**config.mk**
```make
export PLATFORM = sky130hd
export DESIGN_NAME = bts_ctrl
export DESIGN_NICKNAME = d
export VERILOG_FILES = /design/src/hw/rtl/bts_pkg.sv /design/src/hw/rtl/bts_ctrl.sv
export SDC_FILE = /design/constraint.sdc
export NUM_CORES = 1
export LEC_CHECK = 0
export ABC_AREA = 1
export BUFFER_PORTS_ARGS = -buffer_cell sky130_fd_sc_hd__buf_2
export CAP_MARGIN = 10
export CORE_AREA = 4 4 41 43
export CTS_CLUSTER_SIZE = 16
export DETAILED_ROUTE_END_ITERATION = 8
export DIE_AREA = 0 0 45 47
export GPL_ROUTABILITY_DRIVEN = 0
export PLACE_DENSITY = 0.74
export RECOVER_POWER = 25
export SLEW_MARGIN = 20
export SYNTH_ARGS = -nofsm -noshare
export SYNTH_HDL_FRONTEND = slang
export SYNTH_SLANG_ARGS = --single-unit
```
**constraint.sdc**
```tcl
create_clock -name clk -period 2.3 [get_ports clk]
set_input_delay 0.46 -clock clk [delete_from_list [all_inputs] [get_ports clk]]
set_output_delay 0.46 -clock clk [all_outputs]
set_load 0.1 [all_outputs]
```
**src/hw/rtl/bts_pkg.sv**
```systemverilog
// Shared widths, codes, types and the saturation helper of the trajectory stepper.
package bts_pkg;

	// Fixed-point format of every value field.
	localparam int FRAC_BITS = 16;
	localparam int WORD_BITS = 32;

	// Derived widths: magnitude of a difference or sum, divider numerator,
	// product of a magnitude and a time value, and the wide signed accumulator.
	localparam int MAG_W  = WORD_BITS + 1;
	localparam int NUM_W  = MAG_W + FRAC_BITS;
	localparam int PROD_W = MAG_W + WORD_BITS;
	localparam int ACC_W  = 2 * WORD_BITS + 2;
	localparam int CNT_W  = $clog2(NUM_W + 1);

	// Configuration port layout.
	localparam int DATA_W   = (WORD_BITS > 32) ? 64 : 32;
	localparam int ADDR_LSB = (DATA_W == 64) ? 3 : 2;
	localparam int ADDR_W   = ADDR_LSB + 1;
	localparam logic REG_GRAVITY = 1'b0;

	// Gravity after reset is 9.81 in the chosen format.
	localparam logic [WORD_BITS-1:0] GRAVITY_RESET =
		WORD_BITS'((64'd981 << FRAC_BITS) / 64'd100);

	// Opcodes of an input request.
	localparam logic OP_INIT   = 1'b0;
	localparam logic OP_UPDATE = 1'b1;

	// Axes.
	localparam int N_AXES = 3;
	typedef logic [1:0] axis_t;
	localparam axis_t AXIS_X = 2'd0;
	localparam axis_t AXIS_Y = 2'd1;
	localparam axis_t AXIS_Z = 2'd2;

	// Result status codes.
	typedef enum logic [1:0] {
		STAT_APPLIED,
		STAT_SKIPPED,
		STAT_REJECTED,
		STAT_SATURATED
	} stat_t;

	// Operand choice of the shared multiplier.
	typedef enum logic {
		MUL_GRAV,
		MUL_SUM
	} mul_sel_t;

	// Controller states.
	typedef enum logic [2:0] {
		ST_IDLE,
		ST_DECIDE,
		ST_DIV,
		ST_INIT_WB,
		ST_VEL_WB,
		ST_AX_MUL,
		ST_AX_POS,
		ST_DONE
	} state_t;

	// Commands from the controller to the datapath.
	typedef struct packed {
		logic     take;
		logic     set_code;
		stat_t    code;
		logic     div_start;
		mul_sel_t mul_sel;
		axis_t    axis;
		logic     init_wb;
		logic     vel_wb;
		logic     pos_wb;
		logic     rem_wb;
		logic     load_out;
	} cmd_t;

	// Status from the datapath to the controller.
	typedef struct packed {
		logic upd;
		logic zero_amt;
		logic no_step;
		logic div_done;
	} dp_stat_t;

	// Saturated word with its clip flag.
	typedef struct packed {
		logic                 clip;
		logic [WORD_BITS-1:0] val;
	} sat_t;

	// Clamp a wide signed value to the signed word range.
	function automatic sat_t sat_word(input logic signed [ACC_W-1:0] v);
		sat_t r;
		logic signed [ACC_W-1:0] hi_lim;
		logic signed [ACC_W-1:0] lo_lim;
		hi_lim = {{(ACC_W-WORD_BITS+1){1'b0}}, {(WORD_BITS-1){1'b1}}};
		lo_lim = {{(ACC_W-WORD_BITS+1){1'b1}}, {(WORD_BITS-1){1'b0}}};
		if (v > hi_lim) begin
			r.clip = 1'b1;
			r.val  = hi_lim[WORD_BITS-1:0];
		end else if (v < lo_lim) begin
			r.clip = 1'b1;
			r.val  = lo_lim[WORD_BITS-1:0];
		end else begin
			r.clip = 1'b0;
			r.val  = v[WORD_BITS-1:0];
		end
		return r;
	endfunction

endpackage

```
**src/hw/rtl/bts_ctrl.sv**
```systemverilog
// Controller state machine: sequences init and update requests through the datapath.
module bts_ctrl import bts_pkg::*; (
	input  logic     clk,
	input  logic     arst_n,
	input  logic     in_valid,
	output logic     in_stall,
	output logic     out_valid,
	input  logic     out_stall,
	output cmd_t     cmd,
	input  dp_stat_t stat
);

	state_t state_q;
	state_t state_d;
	axis_t  ax_q;
	logic   out_valid_q;
	logic   out_free;

	assign out_free = !out_valid_q || !out_stall;

	// Next state.
	always_comb begin
		state_d = state_q;
		unique case (state_q)
			ST_IDLE: begin
				if (in_valid) begin
					state_d = ST_DECIDE;
				end
			end
			ST_DECIDE: begin
				if (!stat.upd) begin
					state_d = stat.zero_amt ? ST_DONE : ST_DIV;
				end else begin
					state_d = stat.no_step ? ST_DONE : ST_VEL_WB;
				end
			end
			ST_DIV: begin
				if (stat.div_done) begin
					state_d = ST_INIT_WB;
				end
			end
			ST_INIT_WB: state_d = ST_DONE;
			ST_VEL_WB:  state_d = ST_AX_MUL;
			ST_AX_MUL:  state_d = ST_AX_POS;
			ST_AX_POS: begin
				state_d = (ax_q == AXIS_Z) ? ST_DONE : ST_AX_MUL;
			end
			ST_DONE: begin
				if (out_free) begin
					state_d = ST_IDLE;
				end
			end
			default: state_d = ST_IDLE;
		endcase
	end

	// Commands.
	always_comb begin
		cmd         = '0;
		cmd.code    = STAT_APPLIED;
		cmd.mul_sel = MUL_GRAV;
		cmd.axis    = ax_q;
		in_stall    = 1'b1;
		unique case (state_q)
			ST_IDLE: begin
				in_stall = 1'b0;
				cmd.take = in_valid;
			end
			ST_DECIDE: begin
				if (!stat.upd) begin
					if (stat.zero_amt) begin
						cmd.set_code = 1'b1;
						cmd.code     = STAT_REJECTED;
					end else begin
						cmd.div_start = 1'b1;
					end
				end else if (stat.no_step) begin
					cmd.set_code = 1'b1;
					cmd.code     = STAT_SKIPPED;
				end
			end
			ST_DIV: begin
			end
			ST_INIT_WB: cmd.init_wb = 1'b1;
			ST_VEL_WB:  cmd.vel_wb = 1'b1;
			ST_AX_MUL:  cmd.mul_sel = MUL_SUM;
			ST_AX_POS: begin
				cmd.pos_wb = 1'b1;
				cmd.rem_wb = (ax_q == AXIS_Z);
			end
			ST_DONE: cmd.load_out = out_free;
			default: begin
			end
		endcase
	end

	// State, axis counter and result valid.
	always_ff @(posedge clk or negedge arst_n) begin
		if (!arst_n) begin
			state_q     <= ST_IDLE;
			ax_q        <= AXIS_X;
			out_valid_q <= 1'b0;
		end else begin
			state_q <= state_d;
			if (cmd.vel_wb) begin
				ax_q <= AXIS_X;
			end else if (cmd.pos_wb) begin
				ax_q <= ax_q + axis_t'(1);
			end
			if (cmd.load_out) begin
				out_valid_q <= 1'b1;
			end else if (!out_stall) begin
				out_valid_q <= 1'b0;
			end
		end
	end

	assign out_valid = out_valid_q;

endmodule

```
* Yosys cells after proc, flatten, opt, wreduce, memory -nomap -nowiden
Cells that the tools add are included.
** Word-level totals
- Bits in registers :: 6
- Bits of input ports :: 8
- Output and inout bits :: 15
- Word-level logic and storage cells :: 47
** Cells by class
- Add/sub/neg operators :: 1
- Eq/ne operators :: 12
- Multiplexer cells :: 25
- Reductions and logical operators :: 6
** Operator list (number)
- 3-bit two-way mux :: 8
- 3-bit one-hot mux with 8 select lines :: 1
- 3-bit equality test, second input constant :: 4
- 1-bit two-way mux :: 10
- 2-bit two-way mux :: 5
- 3-bit by 2-bit equality test with 1-bit output, second input constant :: 2
- 2-bit inequality test, second input constant :: 3
- 4-bit two-way mux :: 1
- 3-bit by 1-bit equality test with 1-bit output, second input constant :: 1
- 3-bit logical NOT :: 1
- 3-bit AND reduction :: 1
- 2-bit by 1-bit adder with 2-bit output, second input constant :: 1
- 2-bit equality test, second input constant :: 1
- 1-bit logical NOT :: 2
- 2-bit by 1-bit inequality test with 1-bit output, second input constant :: 1
- 2-bit nonzero test :: 1
- 1-bit logical OR :: 1

* Logic depth before layout (Yosys ltp)
Gate-level depths: netlist of run 1.
- Depth after elaboration :: 4
- Mapped depth :: 8
- Depth with buffers taken out :: 8

* Least setup slack after synthesis of run 1
Ideal clock, no wire load.
- Path type :: register to output
- From :: reg state_q[1]
- To :: out cmd[12] (netlist name)
- Arrival :: 2.506 ns
- Data required time :: 1.840 ns
- Setup slack :: -0.666 ns
- Stages on the path, launching flop included :: 5
- Path buffers :: 1
- Cells stage by stage :: dfrtp_1 buf_6 inv_1 nand3_2 nor2_1
** RTL lines
- start: declaration :: RTL line bts_ctrl.sv:13 : state_t state_q;
- start signal: assignment :: RTL line bts_ctrl.sv:104 : state_q <= state_d;
- end: declaration :: RTL line bts_ctrl.sv:9 : output cmd_t cmd,

==> results.md, run 1 <==
## STA
* **number of max-slew violations in the final report** 0
* **Tightest Pin Transition** 0.492 ns
* **headroom to the max-slew limit** 67.4%
* **Period Utilization, post-route** 87.7%
* **RSZ-0062 raised after global routing** false
* **Max Freq** 0.496 GHz
* **final hold viol count** 0
* **Clock Skews** 0.00325 ns
* **Setup-failing EPs final** 0
* **Tmin final** 2.02 ns

## Clocking
* **Max clock buf depth** 2
* **CTS H-tree lvls** 1
* **master cell of the clock root buffer** sky130_fd_sc_hd__clkbuf_4
* **Setup Fix Bufs, Post-CTS** 0
* **count of cells resized by post-cts repair** 0
* **TritonCTS clock tree** done
* **clock-pin transition on the worst setup and hold timing paths** 0.05 ns
* **Post-CTS Hold Fix Bufs** 0
* **number of buffers added by the clock tree synthesis step** 3
* **number of clock sinks** 6
* **worst-skew pair later-pin latency** 0.24 ns

## Logic synthesis
* **fraction of registers with async set/reset** 100%
* **top post-synthesis cells by count** sky130_fd_sc_hd__nand2_1, sky130_fd_sc_hd__inv_1, sky130_fd_sc_hd__nor2_1
* **Avg Inst Size Synth** 6.38 um2
* **number of distinct library cell variants in the gate-level netlist after synthesis** 16
* **library cell occupying the most area in the post-synthesis netlist** sky130_fd_sc_hd__dfrtp_1
* **Synth Warn #** 0
* **portion of the post-synthesis area used by sequential elements** 32.7%
* **number of nets produced by synthesis** 81
* **ys flop type** sky130_fd_sc_hd__dfrtp_1
* **gate count of the mapped netlist** 72
* **Synth area leaders** sky130_fd_sc_hd__dfrtp_1, sky130_fd_sc_hd__nand2_1, sky130_fd_sc_hd__inv_1
* **synthesis-stage register bit count** 6
* **area fraction of the dominant cell type after synthesis** 32.7%
* **cell area after synthesis** 459 um2
* **number of flops mapped to enable cells by yosys** 0
* **cell with the most instances after synthesis** sky130_fd_sc_hd__nand2_1

## Floorplan
* **FP Rows** 13
* **height of the die** 47 um
* **number of I/O pins** 23
* **die width** 45 um
* **Die Outline Area** 2120 um2
* **core area** 1300 um2
* **Starting Density** 35.3%

## Routing
* **number of optimization iterations in the first detailed-route pass** 4
* **count of vias placed by the detailed router** 478
* **Detailed Route WL** 1060 um
* **number of nets with antenna violations after routing** 0
* **number of remaining DRC errors** 0
* **Iteration-0 DRC Markers** 11
* **average via count per standard cell** 4.27
* **Routed wire per std cell** 9.43 um

## Final layout
* **fill cell instance count of the final layout** 137
* **NumNets Final** 107
* **area growth from synthesis to layout** 34.1%
* **ratio of cells with drive above 1 in the final layout** 40.2%
* **antenna cells** 0
* **final core area utilization** 47.3%

## Global route
* **initial antenna violation count** 0
* **global router's overall resource usage** 11.9%
* **largest net degree at the start of global routing** 9
* **number of global-route vias before repair** 468
* **overall overflow remaining after global route** 0
* **wire length of the first global-routing pass** 1880 um

## Worst setup path
* **kind of start point of the critical path** register
* **kind of end point of the critical path** primary output
* **Data required, critical path** 1.84 ns
* **critical path peak fanout** 8
* **Crit Path Category** register to primary output
* **arrival time of data at the critical path endpoint** 1.56 ns

## Placement
* **number of port buffers** 22
* **dpl hpwl** 886 um

## Hold path
* **classification of the worst-slack hold path** primary input to asynchronous set/reset pin

## Flow run
* **reported max-cap violation count** 0

## Run status
* **run status** finished clean

## worst paths after layout
| path | end | depth (start not counted) | from | slack (ns) |
|---|---|---|---|---|
| worst max-delay path | cmd[0] | 5 | state_q[1] | 0.28 |
| worst min-delay path | out_valid | 1 | arst_n | 0.09 |
| worst max register to register | state_q[0] | 7 | state_q[1] | 1.12 |
| worst min register to register | out_valid | 2 | out_valid | 0.51 |
| max in group asynchronous | ax_q[1] | 1 | arst_n | 1.94 |
| min in group clk | out_valid | 3 | out_stall | 0.45 |
## flip-flops by register name (all words and copies together), names as in the netlist
register / cells
ax_q: 2
out_valid: 1
state_q: 3
## cells by family after synthesis
| group | after synthesis | synth area share, % |
|---|---|---|
| buffers and inverters | 18 | 16.3 |
| flip-flops | 6 | 32.7 |
| AO/OA/AOI/OAI | 4 | 4.90 |
| AND/OR/NAND/NOR | 43 | 43.3 |
| adder cells (fa/ha/maj) | 1 | 2.72 |
## stage by stage
stage,worst slack [ns],hold slack [ns],setup TNS (ns),cell area [um2],cells
floorplan,-0.209,0.164,-0.306,473,72
CTS,0.270,0.0263,0,617,112
global route,0.176,0.0912,0,616,112
global placement,0.461,0.289,0,591,108
detailed placement,0.444,0.288,0,591,108
finish,0.282,0.0875,0,616,112
## final cells by class
type	count	area (um2)	share of cell area, %
Clock buffer	4	26.3	4.27
Tap cell	15	18.8	3.05
Sequential cell	6	151	24.6
Multi-Input combinational cell	48	246	40.0
Inverter	17	63.8	10.4
Timing Repair Buffer	22	109	17.7
## critical path, cell delays in order (launching register included)
cell and delay [ns]:
sky130_fd_sc_hd__dfrtp_1 0.50, sky130_fd_sc_hd__nand2_2 0.13, sky130_fd_sc_hd__nor2_4 0.13, sky130_fd_sc_hd__inv_1 0.07, sky130_fd_sc_hd__nor2_2 0.07, sky130_fd_sc_hd__buf_2 0.42
## placed cells by master, fill, tap and decap left out
cell,n
sky130_fd_sc_hd__a21oi_1,1
sky130_fd_sc_hd__buf_2,21
sky130_fd_sc_hd__clkbuf_1,2
sky130_fd_sc_hd__clkbuf_4,3
sky130_fd_sc_hd__dfrtp_1,5
sky130_fd_sc_hd__dfrtp_2,1
sky130_fd_sc_hd__ha_1,1
sky130_fd_sc_hd__inv_1,15
sky130_fd_sc_hd__inv_2,2
sky130_fd_sc_hd__nand2_1,20
sky130_fd_sc_hd__nand2_2,2
sky130_fd_sc_hd__nand3_1,5
sky130_fd_sc_hd__nand3_2,1
sky130_fd_sc_hd__nor2_1,6
sky130_fd_sc_hd__nor2_2,6
sky130_fd_sc_hd__nor2_4,2
sky130_fd_sc_hd__o211ai_1,1
sky130_fd_sc_hd__o21ai_0,2
sky130_fd_sc_hd__or2_2,1
## layer usage
metal | vias up | GRT usage, % | routed length [um]
met2 | 15 | 20.9 | 522
met5 | - | 0 | 0
li1 | 261 | - | -
met3 | 0 | 1.53 | 72
met1 | 202 | 14.6 | 460
met4 | 0 | 5.26 | 0
Power of run 1 is left out: the tool's default activity adds up to more than one toggle a clock period on the data nets, which glitch-free logic cannot reach.
==> run 2: changes to the inputs <==
==> constraint.sdc (replaced) <==
create_clock -name clk -period 2.3 [get_ports clk]
set_input_delay 0.23 -clock clk [delete_from_list [all_inputs] [get_ports clk]]
set_output_delay 0.23 -clock clk [all_outputs]
set_load 0.1 [all_outputs]
==> results.md, run 2 (same netlist as run 1, synthesis figures left out) <==
## Final layout
* **fill cell instance count of the final layout** 142, was 137
* **final core area utilization** 47.1%, was 47.3%
* **antenna cells** 0, unchanged
* **ratio of cells with drive above 1 in the final layout** 36.1%, was 40.2%
* **multi-input gate area in the final layout** 239 um2, was 246 um2
* **most common cell after layout, fill and taps aside** sky130_fd_sc_hd__buf_2, unchanged
* **max FFs per register** 3, unchanged
* **most frequent cells in the layout** sky130_fd_sc_hd__buf_2, sky130_fd_sc_hd__nand2_1, sky130_fd_sc_hd__inv_1, unchanged
* **area growth from synthesis to layout** 33.5%, was 34.1%
* **NumNets Final** 108, was 107
* **FF+latch area** 150 um2, was 151 um2
* **Top reg by flops** state_q, unchanged

## STA
* **worst hold-check slack** 0.221 ns, was 0.0875 ns
* **final hold viol count** 0, unchanged
* **Tmin final** 1.77 ns, was 2.02 ns
* **number of max-slew violations in the final report** 0, unchanged
* **Tightest Pin Transition** 0.489 ns, was 0.492 ns
* **headroom to the max-slew limit** 67.6%, was 67.4%
* **Setup-failing EPs final** 0, unchanged
* **RSZ-0062 raised after global routing** false, unchanged
* **minimum setup slack in the final design** 0.527 ns, was 0.282 ns
* **Max Freq** 0.564 GHz, was 0.496 GHz
* **Clock Skews** 0.00398 ns, was 0.00325 ns
* **Period Utilization, post-route** 77.1%, was 87.7%
* **setup TNS after final layout** 0 ns, unchanged

## Floorplan
* **die width** 45 um, unchanged
* **Die Outline Area** 2120 um2, unchanged
* **number of I/O pins** 23, unchanged
* **FP Rows** 13, unchanged
* **Starting Density** 35.3%, unchanged
* **height of the die** 47 um, unchanged
* **core area** 1300 um2, unchanged

## Clocking
* **Setup Fix Bufs, Post-CTS** 0, unchanged
* **number of clock sinks** 6, unchanged
* **number of buffers added by the clock tree synthesis step** 3, unchanged
* **master cell of the clock root buffer** sky130_fd_sc_hd__clkbuf_4, unchanged
* **clock-pin transition on the worst setup and hold timing paths** 0.04 ns, was 0.05 ns
* **Max clock buf depth** 2, unchanged
* **worst-skew pair later-pin latency** 0.24 ns, about the same
* **TritonCTS clock tree** done, unchanged
* **CTS H-tree lvls** 1, unchanged

## Worst setup path
* **Data required, critical path** 2.07 ns, was 1.84 ns
* **Crit Path Category** register to primary output, unchanged
* **kind of start point of the critical path** register, unchanged
* **kind of end point of the critical path** primary output, unchanged
* **critical path peak fanout** 8, unchanged
* **arrival time of data at the critical path endpoint** 1.54 ns, was 1.56 ns

## Routing
* **count of vias placed by the detailed router** 482, was 478
* **number of remaining DRC errors** 0, unchanged
* **number of optimization iterations in the first detailed-route pass** 4, unchanged
* **Detailed Route WL** 975 um, was 1060 um
* **Iteration-0 DRC Markers** 3, was 11
* **average via count per standard cell** 4.30, was 4.27
* **Routed wire per std cell** 8.71 um, was 9.43 um
* **number of nets with antenna violations after routing** 0, unchanged

## Placement
* **dpl hpwl** 837 um, was 886 um
* **pre-CTS WS** 0.770 ns, was 0.444 ns
* **number of port buffers** 22, unchanged

## Hold path
* **classification of the worst-slack hold path** primary input to register, was primary input to asynchronous set/reset pin

## Global route
* **global router's overall resource usage** 10.7%, was 11.9%
* **wire length of the first global-routing pass** 1660 um, was 1880 um
* **overall overflow remaining after global route** 0, unchanged
* **initial antenna violation count** 0, unchanged
* **largest net degree at the start of global routing** 9, unchanged
* **number of global-route vias before repair** 433, was 468

## Run status
* **run status** finished clean, unchanged

## Flow run
* **reported max-cap violation count** 0, unchanged

run 2: routing by layer:
layer / share of wire, % / global-route usage, % / routed length [um]
met5: 0 / 0 / 0
met3: 9.8 / 1.53 / 96
met1: 41 / 13.5 / 398
met2: 48 / 17.2 / 464
met4: 1.6 / 7.02 / 16
run 2: stage by stage:
stage	cell area [um2]	cells
2_1_floorplan	464	72
3_3_place_gp	582	108
3_5_place_dp	582	108
4_1_cts	614	112
5_1_grt	613	112
6_report	613	112
run 2: layout make-up:
cell class                 instances  area share [%]
multi-input combinational         48            39.0
timing repair buffer              23            19.4
clock buffer                       3            3.67
tap                               15            3.06
sequential                         6            24.5
inverter                          17            10.4
run 2: worst max-delay path, stage by stage (launching register included):
cell and delay [ns]:
sky130_fd_sc_hd__dfrtp_1 0.50, sky130_fd_sc_hd__nand2_2 0.12, sky130_fd_sc_hd__nor2_4 0.12, sky130_fd_sc_hd__inv_1 0.07, sky130_fd_sc_hd__nor2_2 0.07, sky130_fd_sc_hd__buf_2 0.42
run 2: repair_timing:
item / in CTS / in global routing
endpoints found under the setup margin: 0 / 0
hold buffers: 1 / 0
hold endpoints to repair: 6 / 0
gates resized for setup: 0 / 0
run 2: path summary, 6_finish.rpt:
check,to,startpoint,cells after the start,slack (ns)
worst max-delay path,cmd[0],state_q[1],5,0.53
worst min-delay path,out_valid,out_stall,3,0.22
worst max register to register,state_q[1],state_q[1],7,1.14
worst min register to register,out_valid,out_valid,2,0.50
max in group asynchronous,ax_q[0],arst_n,2,1.68
min in group asynchronous,state_q[0],arst_n,2,0.38
Power of run 2 is left out for the same reason.
==> run 3: changes to the inputs <==
Settings changed: ABC_AREA 1 to 0, PLACE_DENSITY 0.74 to 0.72.
Clock period 2.3 ns to 1.54 ns, I/O delays scaled along.
==> results.md, run 3 <==
## Placement
* **dpl hpwl** 921 um, was 837 um
* **number of port buffers** 22, unchanged
* **cell area after placement** 761 um2, was 582 um2
* **Placed Cells** 85, was 108

## Worst setup path
* **critical path peak fanout** 6, was 8
* **Crit Path Category** register to primary output, unchanged
* **kind of start point of the critical path** register, unchanged
* **kind of end point of the critical path** primary output, unchanged
* **Data required, critical path** 1.39 ns, was 2.07 ns
* **arrival time of data at the critical path endpoint** 1.38 ns, was 1.54 ns

## Logic synthesis
* **number of nets produced by synthesis** 58, was 81
* **portion of the post-synthesis area used by sequential elements** 36.9%, was 32.7%
* **Avg Inst Size Synth** 8.30 um2, was 6.38 um2
* **library cell occupying the most area in the post-synthesis netlist** sky130_fd_sc_hd__dfrtp_1, unchanged
* **number of flops mapped to enable cells by yosys** 0, unchanged
* **cell with the most instances after synthesis** sky130_fd_sc_hd__nor2_1, was sky130_fd_sc_hd__nand2_1
* **ys flop type** sky130_fd_sc_hd__dfrtp_1, unchanged
* **Synth area leaders** sky130_fd_sc_hd__dfrtp_1, sky130_fd_sc_hd__nor2_1, sky130_fd_sc_hd__buf_6, was sky130_fd_sc_hd__dfrtp_1, sky130_fd_sc_hd__nand2_1, sky130_fd_sc_hd__inv_1
* **top post-synthesis cells by count** sky130_fd_sc_hd__nor2_1, sky130_fd_sc_hd__dfrtp_1, sky130_fd_sc_hd__nand2_1, was sky130_fd_sc_hd__nand2_1, sky130_fd_sc_hd__inv_1, sky130_fd_sc_hd__nor2_1
* **synthesis-stage register bit count** 6, unchanged
* **fraction of registers with async set/reset** 100%, unchanged
* **number of distinct library cell variants in the gate-level netlist after synthesis** 25, was 16
* **cell area after synthesis** 407 um2, was 459 um2
* **Synth Warn #** 0, unchanged
* **gate count of the mapped netlist** 49, was 72
* **area fraction of the dominant cell type after synthesis** 36.9%, was 32.7%

## Final layout
* **max FFs per register** 3, unchanged
* **Finished Layout Cells** 101, was 112
* **FF+latch area** 158 um2, was 150 um2
* **area growth from synthesis to layout** 126%, was 33.5%
* **most common cell after layout, fill and taps aside** sky130_fd_sc_hd__buf_4, was sky130_fd_sc_hd__buf_2
* **design area** 921 um2, was 613 um2
* **ratio of cells with drive above 1 in the final layout** 72.1%, was 36.1%
* **most frequent cells in the layout** sky130_fd_sc_hd__buf_4, sky130_fd_sc_hd__buf_12, sky130_fd_sc_hd__buf_2, was sky130_fd_sc_hd__buf_2, sky130_fd_sc_hd__nand2_1, sky130_fd_sc_hd__inv_1
* **Top reg by flops** state_q, unchanged
* **final core area utilization** 70.8%, was 47.1%
* **multi-input gate area in the final layout** 317 um2, was 239 um2
* **antenna cells** 0, unchanged
* **fill cell instance count of the final layout** 100, was 142
* **NumNets Final** 96, was 108

## Clocking
* **TritonCTS clock tree** done, unchanged
* **master cell of the clock root buffer** sky130_fd_sc_hd__clkbuf_4, unchanged
* **worst-skew pair later-pin latency** 0.25 ns, was 0.24 ns
* **number of buffers added by the clock tree synthesis step** 3, unchanged
* **clock-pin transition on the worst setup and hold timing paths** 0.05 ns, was 0.04 ns
* **number of clock sinks** 6, unchanged
* **Max clock buf depth** 2, unchanged
* **CTS H-tree lvls** 1, unchanged

## Hold path
* **classification of the worst-slack hold path** primary input to register, unchanged

## Floorplan
* **die width** 45 um, unchanged
* **number of I/O pins** 23, unchanged
* **Die Outline Area** 2120 um2, unchanged
* **core area** 1300 um2, unchanged
* **FP Rows** 13, unchanged
* **Starting Density** 31.3%, was 35.3%
* **height of the die** 47 um, unchanged

## STA
* **Period Utilization, post-route** 99.9%
* **number of max-slew violations in the final report** 0, unchanged
* **Max Freq** 0.650 GHz
* **Setup-failing EPs final** 0, unchanged
* **Clock Skews** 0.000802 ns, was 0.00398 ns
* **headroom to the max-slew limit** 67.6%, about the same
* **RSZ-0062 raised after global routing** true, was false
* **final hold viol count** 0, unchanged
* **Tmin final** 1.54 ns
* **Tightest Pin Transition** 0.474 ns, was 0.489 ns
* **worst hold-check slack** 0.235 ns, was 0.221 ns

## Global route
* **initial antenna violation count** 0, unchanged
* **Global Route met3 Usage** 4.60%, was 1.53%
* **overall overflow remaining after global route** 0, unchanged
* **global router's overall resource usage** 14.6%, was 10.7%
* **largest net degree at the start of global routing** 10, was 9
* **busiest grt layer** met2, unchanged
* **met1 Usage GRT** 15.3%, was 13.5%
* **number of global-route vias before repair** 503, was 433
* **met2 GRT Util** 26.3%, was 17.2%
* **wire length of the first global-routing pass** 2150 um, was 1660 um

## Routing
* **number of remaining DRC errors** 0, unchanged
* **Iteration-0 DRC Markers** 4, was 3
* **number of nets with antenna violations after routing** 0, unchanged
* **Detailed Route WL** 1330 um, was 975 um
* **count of vias placed by the detailed router** 523, was 482
* **Routed wire per std cell** 13.1 um, was 8.71 um
* **average via count per standard cell** 5.18, was 4.30
* **number of optimization iterations in the first detailed-route pass** 4, unchanged

## Flow run
* **reported max-cap violation count** 0, unchanged

## Run status
* **run status** finished clean, unchanged

[run 3: changes by cell type after synthesis, sizes merged, moves of 3 or more]
cell,change
a21oi,+3
inv,-14
nand2,-16
nand3,-5
nor2,-5
[run 3: logic make-up after synthesis]
logic type               count (synthesis)  synth area share (%)
adder cells (fa/ha/maj)                  1                  3.08
AO/OA/AOI/OAI                            9                  15.7
AND/OR/NAND/NOR                         25                  29.5
flip-flops                               6                  36.9
multiplexers                             2                  5.23
buffers and inverters                    6                  9.54
[run 3: path summary, 6_finish.rpt]
check | startpoint | slack, ns | depth (start not counted) | to
worst min-delay path | out_stall | 0.24 | 3 | out_valid
worst max-delay path | state_q[2] | 0.001 | 3 | cmd[12]
min in group asynchronous | arst_n | 0.30 | 2 | ax_q[0]
max in group asynchronous | arst_n | 0.98 | 2 | state_q[2]
worst min register to register | ax_q[1] | 0.50 | 2 | ax_q[1]
worst max register to register | state_q[1] | 0.14 | 5 | state_q[2]
[run 3: what timing repair did]
| action | in CTS | in global routing |
|---|---|---|
| hold buffers | 1 | 0 |
| setup endpoints to repair | 8 | 6 |
| buffers inserted | 9 | 2 |
| endpoints found under the hold margin | 6 | 0 |
| pin swaps | 5 | 6 |
| gates resized for setup | 8 | 5 |
[run 3: metrics by stage]
step,setup slack [ns],setup TNS (ns)
2_1_floorplan,-0.204,-1.12
3_3_place_gp,0.191,0
3_5_place_dp,0.171,0
4_1_cts,-0.00304,-0.00304
5_1_grt,-0.0495,-0.0775
6_report,0.00130,0
[run 3: critical path: stages, from the launching register on]
cell and delay, ns:
sky130_fd_sc_hd__dfrtp_2 0.45, sky130_fd_sc_hd__or3_4 0.40, sky130_fd_sc_hd__nor2_4 0.11, sky130_fd_sc_hd__buf_12 0.18
[run 3: cell type report]
cell class	instances	area share, %
Sequential cell	6	17.1
Timing Repair Buffer	36	42.1
Multi-Input combinational cell	37	34.4
Inverter	3	1.49
Clock buffer	4	2.85
Tap cell	15	2.04
[run 3: layer usage]
metal / part of all wire [%] / vias up / wire length [um]
met1: 35 / 247 / 469
met4: 1.5 / 0 / 20
met3: 7.8 / 3 / 103
met5: 0 / - / 0
met2: 55 / 22 / 732
li1: - / 251 / -
Power of run 3 is left out for the same reason.
